$ cat src/calibrated_tick_debouncer_core_assert.svh
// assertion macros for the tick debouncer, sampled on clk_i
`ifndef CALIBRATED_TICK_DEBOUNCER_CORE_ASSERT_SVH
`define CALIBRATED_TICK_DEBOUNCER_CORE_ASSERT_SVH
`ifndef SYNTHESIS
`define CTD_ASSERT(name, prop) \
  name: assert property (@(posedge clk_i) disable iff (!rst_ni) prop) \
    else $error("ctd assertion failed");
`define CTD_ASSERT_ALWAYS(name, prop) \
  name: assert property (@(posedge clk_i) prop) \
    else $error("ctd assertion failed");
`else
`define CTD_ASSERT(name, prop)
`define CTD_ASSERT_ALWAYS(name, prop)
`endif
`endif

$ cat src/ctd_pkg.sv
`default_nettype none
package ctd_pkg;

  typedef enum logic [1:0] {
    ACT_START  = 2'd0,
    ACT_SAMPLE = 2'd1,
    ACT_FINISH = 2'd2,
    ACT_IRQ    = 2'd3
  } action_e;

  typedef enum logic [1:0] {
    ST_RUN,
    ST_DIV,
    ST_THR
  } state_e;

  localparam int unsigned CfgIdxW  = 8;
  localparam int unsigned CfgDataW = 32;

  localparam logic [CfgIdxW-1:0] CFG_TARGET_COUNTS = 8'd0;
  localparam logic [CfgIdxW-1:0] CFG_GAP_MS        = 8'd1;

  localparam logic [31:0] TargetReset = 32'(40 * 1193);
  localparam logic [3:0]  GapReset    = 4'd2;
  localparam logic [15:0] CounterTop  = 16'hFFFF;
  localparam logic [7:0]  StatsPeriod = 8'd250;
  localparam logic [7:0]  StatsLast   = 8'd249;

  // divide by 40 = shift by 3, then divide by 5 one byte per step
  localparam int unsigned CalShift   = 3;
  localparam int unsigned DivSteps   = 8;
  localparam logic [11:0] Recip5     = 12'd3277;
  localparam int unsigned RecipShift = 14;

  typedef struct packed {
    logic [1:0]  pad;
    logic [5:0]  core_number;
    logic [15:0] counter_value;
    logic [63:0] stamp;
  } in_data_t;

  typedef struct packed {
    logic [2:0]  pad;
    logic [63:0] rate_value;
    logic [31:0] tick_value;
    logic        switch_due;
    logic        stats_due;
    logic        tick_taken;
    logic        eoi_only;
    logic        window_reached;
  } res_t;

  // rate times gap, saturating at all ones
  function automatic logic [63:0] sat_mul_gap(input logic [63:0] rate, input logic [3:0] gap);
    logic [67:0] acc;
    acc = '0;
    for (int i = 0; i < 4; i++) begin
      if (gap[i]) begin
        acc = acc + (68'(rate) << i);
      end
    end
    return (acc[67:64] != 4'd0) ? '1 : acc[63:0];
  endfunction

endpackage
`default_nettype wire

$ cat src/ctd_div40.sv
`default_nettype none
module ctd_div40 (
  input  wire logic        clk_i,
  input  wire logic        rst_ni,
  input  wire logic        start_i,
  input  wire logic [63:0] num_i,
  output logic             done_o,
  output logic [63:0]      quo_o
);

  localparam int unsigned XW = 11;
  localparam int unsigned PW = 23;

  logic          busy_q;
  logic [2:0]    cnt_q;
  logic [63:0]   num_q;
  logic [2:0]    rem_q;
  logic [63:0]   quo_q;

  logic [XW-1:0] x;
  logic [PW-1:0] prod;
  logic [7:0]    digit;
  logic [XW-1:0] rem_full;
  logic [63:0]   quo_d;

  always_comb begin
    x        = {rem_q, num_q[63:56]};
    prod     = PW'(x) * PW'(ctd_pkg::Recip5);
    digit    = prod[ctd_pkg::RecipShift +: 8];
    // remainder stays below five
    rem_full = x - XW'({digit, 2'b00}) - XW'(digit);
    quo_d    = {quo_q[55:0], digit};
  end

  assign done_o = busy_q && (cnt_q == 3'(ctd_pkg::DivSteps - 1));
  assign quo_o  = quo_d;

  always_ff @(posedge clk_i or negedge rst_ni) begin
    if (!rst_ni) begin
      busy_q <= 1'b0;
      cnt_q  <= '0;
    end else if (start_i) begin
      busy_q <= 1'b1;
      cnt_q  <= '0;
    end else if (busy_q) begin
      cnt_q <= cnt_q + 3'd1;
      if (done_o) begin
        busy_q <= 1'b0;
      end
    end
  end

  always_ff @(posedge clk_i) begin
    if (start_i) begin
      num_q <= num_i >> ctd_pkg::CalShift;
      rem_q <= '0;
      quo_q <= '0;
    end else if (busy_q) begin
      num_q <= num_q << 8;
      rem_q <= rem_full[2:0];
      quo_q <= quo_d;
    end
  end

endmodule
`default_nettype wire

$ cat src/calibrated_tick_debouncer_core.sv
`default_nettype none
// Calibrated tick debouncer. Items enter on the s_axis side (action in tuser) and every item
// returns exactly one result word on the m_axis side. Start, sample and interrupt items flow at
// one per cycle while the output is not stalled; each result passes through an input register
// and a result register, and a stalled output holds a waiting item in the input register, which
// then blocks the next item from entering. A calibration finish item launches an 8-step
// byte-serial divide by 40 of the timestamp delta, runs the 8 divide steps, and then refreshes
// the tick threshold; no further item is processed meanwhile. Configuration writes are
// taken in any cycle (cfg_ready_o is always high) and must only be issued while no result is
// pending.
`include "calibrated_tick_debouncer_core_assert.svh"
module calibrated_tick_debouncer_core (
  input  wire logic                          clk_i,
  input  wire logic                          rst_ni,
  input  wire logic                          s_axis_tvalid,
  output logic                               s_axis_tready,
  // stamp [63:0], counter_value [79:64], core_number [85:80]
  input  wire logic [87:0]                   s_axis_tdata,
  // action [1:0]
  input  wire logic [1:0]                    s_axis_tuser,
  output logic                               m_axis_tvalid,
  input  wire logic                          m_axis_tready,
  // window_reached [0], eoi_only [1], tick_taken [2], stats_due [3], switch_due [4],
  // tick_value [36:5], rate_value [100:37]
  output logic [103:0]                       m_axis_tdata,
  input  wire logic                          cfg_valid_i,
  output logic                               cfg_ready_o,
  input  wire logic [ctd_pkg::CfgIdxW-1:0]   cfg_index_i,
  input  wire logic [ctd_pkg::CfgDataW-1:0]  cfg_data_i
);

  ctd_pkg::state_e   state_q, state_d;

  logic              in_valid_q;
  ctd_pkg::in_data_t in_data_q;
  ctd_pkg::action_e  in_act_q;

  logic              out_valid_q;
  ctd_pkg::res_t     res_q, res_d, item_res, thr_res;

  logic [31:0]       target_q;
  logic [3:0]        gap_q;
  logic [63:0]       thresh_q;

  logic [31:0]       tick_q, tick_d;
  logic [7:0]        stats_cnt_q, stats_cnt_d;
  logic [63:0]       last_q, last_d;
  logic [63:0]       cpm_q;
  logic [63:0]       start_q, start_d;
  logic [15:0]       prev_q, prev_d;
  logic [31:0]       elapsed_q, elapsed_d;

  logic              out_free;
  logic              is_finish;
  logic              consume;
  logic              out_load;
  logic              div_start;
  logic              div_done;
  logic              thr_load;
  logic [63:0]       div_num;
  logic [63:0]       div_quo;

  logic [16:0]       smp_delta;
  logic [32:0]       smp_sum;
  logic [31:0]       smp_elapsed;
  logic [63:0]       irq_gap;
  logic              stats_hit;

  assign out_free  = !out_valid_q || m_axis_tready;
  assign is_finish = in_act_q == ctd_pkg::ACT_FINISH;

  assign s_axis_tready = !in_valid_q || consume;
  assign m_axis_tvalid = out_valid_q;
  assign m_axis_tdata  = res_q;
  assign cfg_ready_o   = 1'b1;

  // per-item datapath
  always_comb begin
    tick_d      = tick_q;
    stats_cnt_d = stats_cnt_q;
    last_d      = last_q;
    start_d     = start_q;
    prev_d      = prev_q;
    elapsed_d   = elapsed_q;
    div_num     = in_data_q.stamp - start_q;
    irq_gap     = in_data_q.stamp - last_q;
    // tick count wrapping to zero is a multiple of 250 as well
    stats_hit   = (stats_cnt_q == ctd_pkg::StatsLast) || (tick_q == '1);

    // counter wraps when the reading is above the previous one
    if (in_data_q.counter_value > prev_q) begin
      smp_delta = 17'(prev_q) + 17'(ctd_pkg::CounterTop - in_data_q.counter_value);
    end else begin
      smp_delta = 17'(prev_q - in_data_q.counter_value);
    end
    smp_sum     = {1'b0, elapsed_q} + 33'(smp_delta);
    smp_elapsed = smp_sum[32] ? '1 : smp_sum[31:0];

    item_res            = '0;
    item_res.rate_value = cpm_q;
    item_res.tick_value = tick_q;

    unique case (in_act_q)
      ctd_pkg::ACT_START: begin
        start_d                 = in_data_q.stamp;
        prev_d                  = in_data_q.counter_value;
        elapsed_d               = '0;
        item_res.window_reached = target_q == '0;
      end
      ctd_pkg::ACT_SAMPLE: begin
        elapsed_d               = smp_elapsed;
        prev_d                  = in_data_q.counter_value;
        item_res.window_reached = smp_elapsed >= target_q;
      end
      ctd_pkg::ACT_FINISH: begin
      end
      ctd_pkg::ACT_IRQ: begin
        if (in_data_q.core_number != '0) begin
          item_res.eoi_only = 1'b1;
        end else if (irq_gap >= thresh_q) begin
          last_d              = in_data_q.stamp;
          tick_d              = tick_q + 32'd1;
          stats_cnt_d         = stats_hit ? '0 : stats_cnt_q + 8'd1;
          item_res.tick_taken = 1'b1;
          item_res.stats_due  = stats_hit;
          // new count is even when the old one was odd
          item_res.switch_due = tick_q[0];
          item_res.tick_value = tick_d;
        end
      end
      default: begin
      end
    endcase

    thr_res            = '0;
    thr_res.rate_value = cpm_q;
    thr_res.tick_value = tick_q;
  end

  // next state
  always_comb begin
    state_d = state_q;
    unique case (state_q)
      ctd_pkg::ST_RUN: begin
        if (in_valid_q && is_finish) begin
          state_d = ctd_pkg::ST_DIV;
        end
      end
      ctd_pkg::ST_DIV: begin
        if (div_done) begin
          state_d = ctd_pkg::ST_THR;
        end
      end
      ctd_pkg::ST_THR: begin
        if (out_free) begin
          state_d = ctd_pkg::ST_RUN;
        end
      end
      default: state_d = ctd_pkg::ST_RUN;
    endcase
  end

  // state outputs
  always_comb begin
    consume   = 1'b0;
    out_load  = 1'b0;
    div_start = 1'b0;
    thr_load  = 1'b0;
    res_d     = item_res;
    unique case (state_q)
      ctd_pkg::ST_RUN: begin
        consume   = in_valid_q && (is_finish || out_free);
        out_load  = in_valid_q && !is_finish && out_free;
        div_start = in_valid_q && is_finish;
      end
      ctd_pkg::ST_DIV: begin
      end
      ctd_pkg::ST_THR: begin
        thr_load = out_free;
        out_load = out_free;
        res_d    = thr_res;
      end
      default: begin
      end
    endcase
  end

  ctd_div40 u_div (
    .clk_i   (clk_i),
    .rst_ni  (rst_ni),
    .start_i (div_start),
    .num_i   (div_num),
    .done_o  (div_done),
    .quo_o   (div_quo)
  );

  always_ff @(posedge clk_i or negedge rst_ni) begin
    if (!rst_ni) begin
      state_q     <= ctd_pkg::ST_RUN;
      in_valid_q  <= 1'b0;
      out_valid_q <= 1'b0;
    end else begin
      state_q <= state_d;
      if (s_axis_tvalid && s_axis_tready) begin
        in_valid_q <= 1'b1;
      end else if (consume) begin
        in_valid_q <= 1'b0;
      end
      if (out_load) begin
        out_valid_q <= 1'b1;
      end else if (m_axis_tready) begin
        out_valid_q <= 1'b0;
      end
    end
  end

  always_ff @(posedge clk_i) begin
    if (s_axis_tvalid && s_axis_tready) begin
      in_data_q <= s_axis_tdata;
      in_act_q  <= ctd_pkg::action_e'(s_axis_tuser);
    end
    if (out_load) begin
      res_q <= res_d;
    end
  end

  always_ff @(posedge clk_i or negedge rst_ni) begin
    if (!rst_ni) begin
      target_q    <= ctd_pkg::TargetReset;
      gap_q       <= ctd_pkg::GapReset;
      thresh_q    <= '0;
      tick_q      <= '0;
      stats_cnt_q <= '0;
      last_q      <= '0;
      cpm_q       <= '0;
      start_q     <= '0;
      prev_q      <= '0;
      elapsed_q   <= '0;
    end else begin
      if (consume) begin
        tick_q      <= tick_d;
        stats_cnt_q <= stats_cnt_d;
        last_q      <= last_d;
        start_q     <= start_d;
        prev_q      <= prev_d;
        elapsed_q   <= elapsed_d;
      end
      if (div_done) begin
        cpm_q <= (div_quo == '0) ? 64'd1 : div_quo;
      end
      if (cfg_valid_i && (cfg_index_i == ctd_pkg::CFG_GAP_MS)) begin
        thresh_q <= ctd_pkg::sat_mul_gap(cpm_q, cfg_data_i[3:0]);
      end else if (thr_load) begin
        thresh_q <= ctd_pkg::sat_mul_gap(cpm_q, gap_q);
      end
      if (cfg_valid_i) begin
        priority if (cfg_index_i == ctd_pkg::CFG_TARGET_COUNTS) begin
          target_q <= cfg_data_i;
        end else if (cfg_index_i == ctd_pkg::CFG_GAP_MS) begin
          gap_q    <= cfg_data_i[3:0];
        end else begin
        end
      end
    end
  end

  `CTD_ASSERT(a_div_no_result, state_q == ctd_pkg::ST_DIV |-> !out_load)
  `CTD_ASSERT(a_thresh_sync, state_q == ctd_pkg::ST_RUN |-> thresh_q == ctd_pkg::sat_mul_gap(cpm_q, gap_q))
  `CTD_ASSERT(a_rate_nonzero, state_q == ctd_pkg::ST_THR |-> cpm_q != '0)
  `CTD_ASSERT(a_stats_range, stats_cnt_q < ctd_pkg::StatsPeriod)

endmodule
`default_nettype wire
$ cat config.mk
export PLATFORM = sky130hd
export DESIGN_NAME = calibrated_tick_debouncer_core
export DESIGN_NICKNAME = d
export VERILOG_FILES = /design/src/ctd_pkg.sv /design/src/ctd_div40.sv /design/src/calibrated_tick_debouncer_core.sv
export VERILOG_INCLUDE_DIRS = /design/src /design/src/src
export SDC_FILE = /design/constraint.sdc
export NUM_CORES = 2
export LEC_CHECK = 0
export ABC_AREA = 1
export BUFFER_PORTS_ARGS = -buffer_cell sky130_fd_sc_hd__buf_4
export CAP_MARGIN = 0
export CORE_MARGIN = 2
export CORE_UTILIZATION = 35
export DETAILED_ROUTE_END_ITERATION = 16
export RECOVER_POWER = 100
export SYNTH_ARGS = -nofsm -noshare
export SYNTH_HDL_FRONTEND = slang
export SYNTH_SLANG_ARGS = --single-unit
$ cat constraint.sdc
create_clock -name clk_i -period 6.45 [get_ports clk_i]
set_clock_uncertainty 0.15 [all_clocks]
set_input_delay 0.645 -clock clk_i [delete_from_list [all_inputs] [get_ports clk_i]]
set_output_delay 0.645 -clock clk_i [all_outputs]
set_load 0.05 [all_outputs]
==> flow_summary.ini <==
[routing]
antenna_violating_nets_post_route = 0
wl_per_cell_um = 20.57
drc = 0
dr.first_iter.drc_count = 8894
wirelength_mm = 356.0
drtPass1Iterations = 6
drt-vias-per-instance = 5.140
num_vias = 88941

[critical_path]
setup_crit_start_kind = register
cell_count_of_the_worst_reg_to_reg_path = 46
path_max_fanout = 18
setup.worst_path.end_class = register
crit_path_frequent_cell = sky130_fd_sc_hd__nand2_1
critPathArrivalTime_ns = 7.66
critical-path-slowest-cell = sky130_fd_sc_hd__dfrtp_2
worst_ep_required_time_ns = 6.86
rrSetupSlack_ns = -0.80
crit_path_max_incr_delay_ns = 0.41
r2r_start = gap_q[0]$_DFFE_PN0P_
startpoint = gap_q[0]$_DFFE_PN0P_
endpoint_of_the_most_critical_register_to_register_path = thresh_q[45]$_DFFE_PN0P_
path_class = register to register
timing.critical_path.to = thresh_q[45]$_DFFE_PN0P_

[cts]
numCtsBuffers = 85
ctsRootBufferMaster = sky130_fd_sc_hd__clkbuf_16
cts_tree = built
clock_pin_slew_worst_setup_and_hold_paths_ns = 0.06
max-clock-path-buffers = 3
h_tree_levels = 3
clk-insertion-delay-late_ns = 0.73
sink_count = 700

[sta]
max_freq_ghz = 0.1379
final_min_period_over_clock_period = 1.124
max-slew-margin-rel = -1.610
setup_slack_ns = -0.8008
finalSetupViolations = 69
timing.final.crit_period_ns = 7.251
worst-slew-pin-transition_ns = 3.914
slew_violations = 785
final_hold_viol_count = 0
grt_setup_unrepaired = true

[min_path]
holdPathStages = 3
hold_path_class = input pin to register

[cells_and_area]
areaGrowthSynthToFinish_pct = 41.65
layout_commonest_cell = sky130_fd_sc_hd__nand2_1
post_route_cells_drive_above_1_share = 0.2573
final_cell_mix = 2921 x sky130_fd_sc_hd__nand2_1, 2340 x sky130_fd_sc_hd__buf_4, 1814 x sky130_fd_sc_hd__inv_1
nNetsFinal = 15276
post-route-util = 0.5001

[die]
chipHeight_um = 467.0
fp.coreArea_um2 = 212500
fp-row-count = 169
design.portCount = 242
floorplan.die.width_um = 467.0
starting_utilization_of_the_core_area = 0.3531
floorplan.die_area_um2 = 218100

[logic_synthesis]
synthesis.area_per_instance_um2 = 6.368
synth.yosys.warnings = 0
yosys_most_used_dff = sky130_fd_sc_hd__dfrtp_1
post_synth_inst_count = 11781
syn_area_um2 = 75030
async_flop_share = 0.5543
synth.yosys.seq_area_share = 0.2462
synth_cell_type_count = 68
yosys_register_bits = 700
edff_count_synth = 250

[pwr]
leakage_nw = 51.89
power-per-cell-area_nw_per_um2 = 618.7
total_power_mw = 65.75
vdd_ir_drop_max_mv = 0.9072

[global_route]
global_route.usage.total = 0.3158
global_route_wire_length_before_repair_mm = 519.8
antenna_violations_before_repair = 18
via_count_of_the_first_global_routing_pass = 83675
grt_max_degree = 137
overflow = 0

[place]
gpl.final_weighted_congestion = 1.053
quantity_of_i_o_buffers_inserted_on_ports = 235
detailedPlacementHpwl_mm = 299.0

[run]
maxCapViolCount = 10

[outcome]
violations = capacitance limit, slew limit, setup timing
run_status = finished, violations left
-- synth_stat cells, types with 10 or more instances --
cell                       number  share of area
sky130_fd_sc_hd__nand2_1     3070           0.15
sky130_fd_sc_hd__inv_1       1836          0.092
sky130_fd_sc_hd__nor2_1      1235          0.062
sky130_fd_sc_hd__a21oi_1      873          0.058
sky130_fd_sc_hd__o21ai_0      852          0.057
sky130_fd_sc_hd__nand3_1      778          0.052
sky130_fd_sc_hd__ha_1         696           0.12
sky130_fd_sc_hd__dfrtp_1      379           0.13
sky130_fd_sc_hd__edfxtp_1     250           0.10
sky130_fd_sc_hd__xor2_1       224          0.026
sky130_fd_sc_hd__clkbuf_1     161         0.0081
sky130_fd_sc_hd__xnor2_1      132          0.015
sky130_fd_sc_hd__nor3_1       128         0.0085
sky130_fd_sc_hd__a31oi_1      119         0.0099
sky130_fd_sc_hd__nand4_1       99         0.0083
sky130_fd_sc_hd__o21bai_1      86         0.0086
sky130_fd_sc_hd__a21o_1        79         0.0079
sky130_fd_sc_hd__o21a_1        72         0.0072
sky130_fd_sc_hd__o22ai_1       69         0.0058
sky130_fd_sc_hd__dfxtp_1       62          0.017
sky130_fd_sc_hd__nor4_1        61         0.0051
sky130_fd_sc_hd__or2_2         55         0.0046
sky130_fd_sc_hd__o21ai_1       42         0.0028
sky130_fd_sc_hd__a21boi_0      41         0.0041
sky130_fd_sc_hd__fa_1          40          0.011
sky130_fd_sc_hd__buf_1         38         0.0019
sky130_fd_sc_hd__and2_1        34         0.0028
sky130_fd_sc_hd__o211ai_1      31         0.0031
sky130_fd_sc_hd__nand3b_1      27         0.0027
sky130_fd_sc_hd__inv_2         24         0.0012
sky130_fd_sc_hd__nand2_2       21         0.0018
sky130_fd_sc_hd__and3_1        16         0.0013
sky130_fd_sc_hd__buf_6         13         0.0020
sky130_fd_sc_hd__buf_2         10        0.00067
sky130_fd_sc_hd__buf_4         10         0.0010
-- flip-flops by register name, indices dropped and copies added (netlist names) --
register       flops
u_div.quo_q       56
u_div.num_q       64
m_axis_tvalid      1
state_q            2
m_axis_tdata     101
start_q           64
cpm_q             64
in_act_q           2
elapsed_q         32
u_div.rem_q        3
gap_q              4
target_q          32
thresh_q          64
u_div.busy_q       1
tick_q            32
u_div.cnt_q        3
stats_cnt_q        8
in_valid_q         1
prev_q            16
in_data_q         86
last_q            64
-- critical path: cells and delay by family, from the launching register on --
kind	cells	cell delay, ns
AND/OR/NAND/NOR	20	1.96
AO/OA/AOI/OAI	11	1.95
buffers and inverters	10	1.38
adder cells (fa/ha/maj)	3	0.97
flip-flops	1	0.41
XOR/XNOR	2	0.26
-- metal layers --
metal	GRT usage	wire, µm	part of all wire
met5	0	45	0.00013
met4	0.1387	18590	0.052
met3	0.05050	29270	0.082
met2	0.4901	152100	0.43
met1	0.4308	156000	0.44
-- what timing repair did --
item / CTS / global route
setup endpoints to repair: 65 / 161
hold buffers: 113 / 0
hold endpoints to repair: 157 / 0
gates resized for setup: 710 / 475
setup buffers: 59 / 32
gates cloned: 1 / 1
pin swaps: 97 / 96
-- area by class of cell --
type                       count  area, µm²
antenna                        4      10.01
clock buffer                 113       2385
clock inverter                47      583.1
fill                       21881     106200
inverter                    1868       7012
multi-input combinational   8983      52930
sequential                   700      18500
tap                         2821       3530
timing repair buffer        2767      21320
-- through the flow --
stage                     setup slack [ns]  TNS (ns)  hold slack (ns)  cell area, µm²  std cells
final                              -0.8008    -46.58          0.05118          106300      17303
after global routing                -1.087   -151.75          0.04753          106300      17301
after CTS                          -0.5610    -32.31         0.006186          104700      17266
after detailed placement            -1.674    -97.18           0.3224           97390      16933
after global placement              -1.561    -90.55           0.3165           97390      16933
after floorplan                   0.009283         0           0.1994           75040      11783
-- worst min path at each step --
stage | from | end | slack (ns)
finish | cfg_data_i[4] | target_q[4]$_DFFE_PN0P_ | 0.05
global placement | last_q[34]$_DFFE_PN0P_ | last_q[34]$_DFFE_PN0P_ | 0.32
CTS | cfg_data_i[4] | target_q[4]$_DFFE_PN0P_ | 0.006
global route | cfg_data_i[11] | target_q[11]$_DFFE_PN1P_ | 0.05
floorplan | rst_ni | cpm_q[0]$_DFFE_PN0P_ | 0.20
detailed placement | start_q[5]$_DFFE_PN0P_ | start_q[5]$_DFFE_PN0P_ | 0.32
-- power breakdown --
part           total (mW)  switching, mW  leakage (nW)  internal (mW)
Clock                5.07           2.14          1.43           2.94
Combinational        53.2           31.3          42.7           22.0
Sequential           7.43           1.09          7.75           6.34
-- kinds of logic (layout without fill, tap and decap cells) --
group,Yosys count,count (layout),share of synthesized area
compound gates,2329,2329,0.1719
mux,4,4,0.0005670
simple gates,5554,5554,0.3059
fa+ha+maj,736,736,0.1267
buf+inv,2100,4795,0.1070
flops,700,700,0.2462
xor+xnor,356,356,0.04156
other cells,2,8,0.0001001
(Power assumes the default switching activity.)
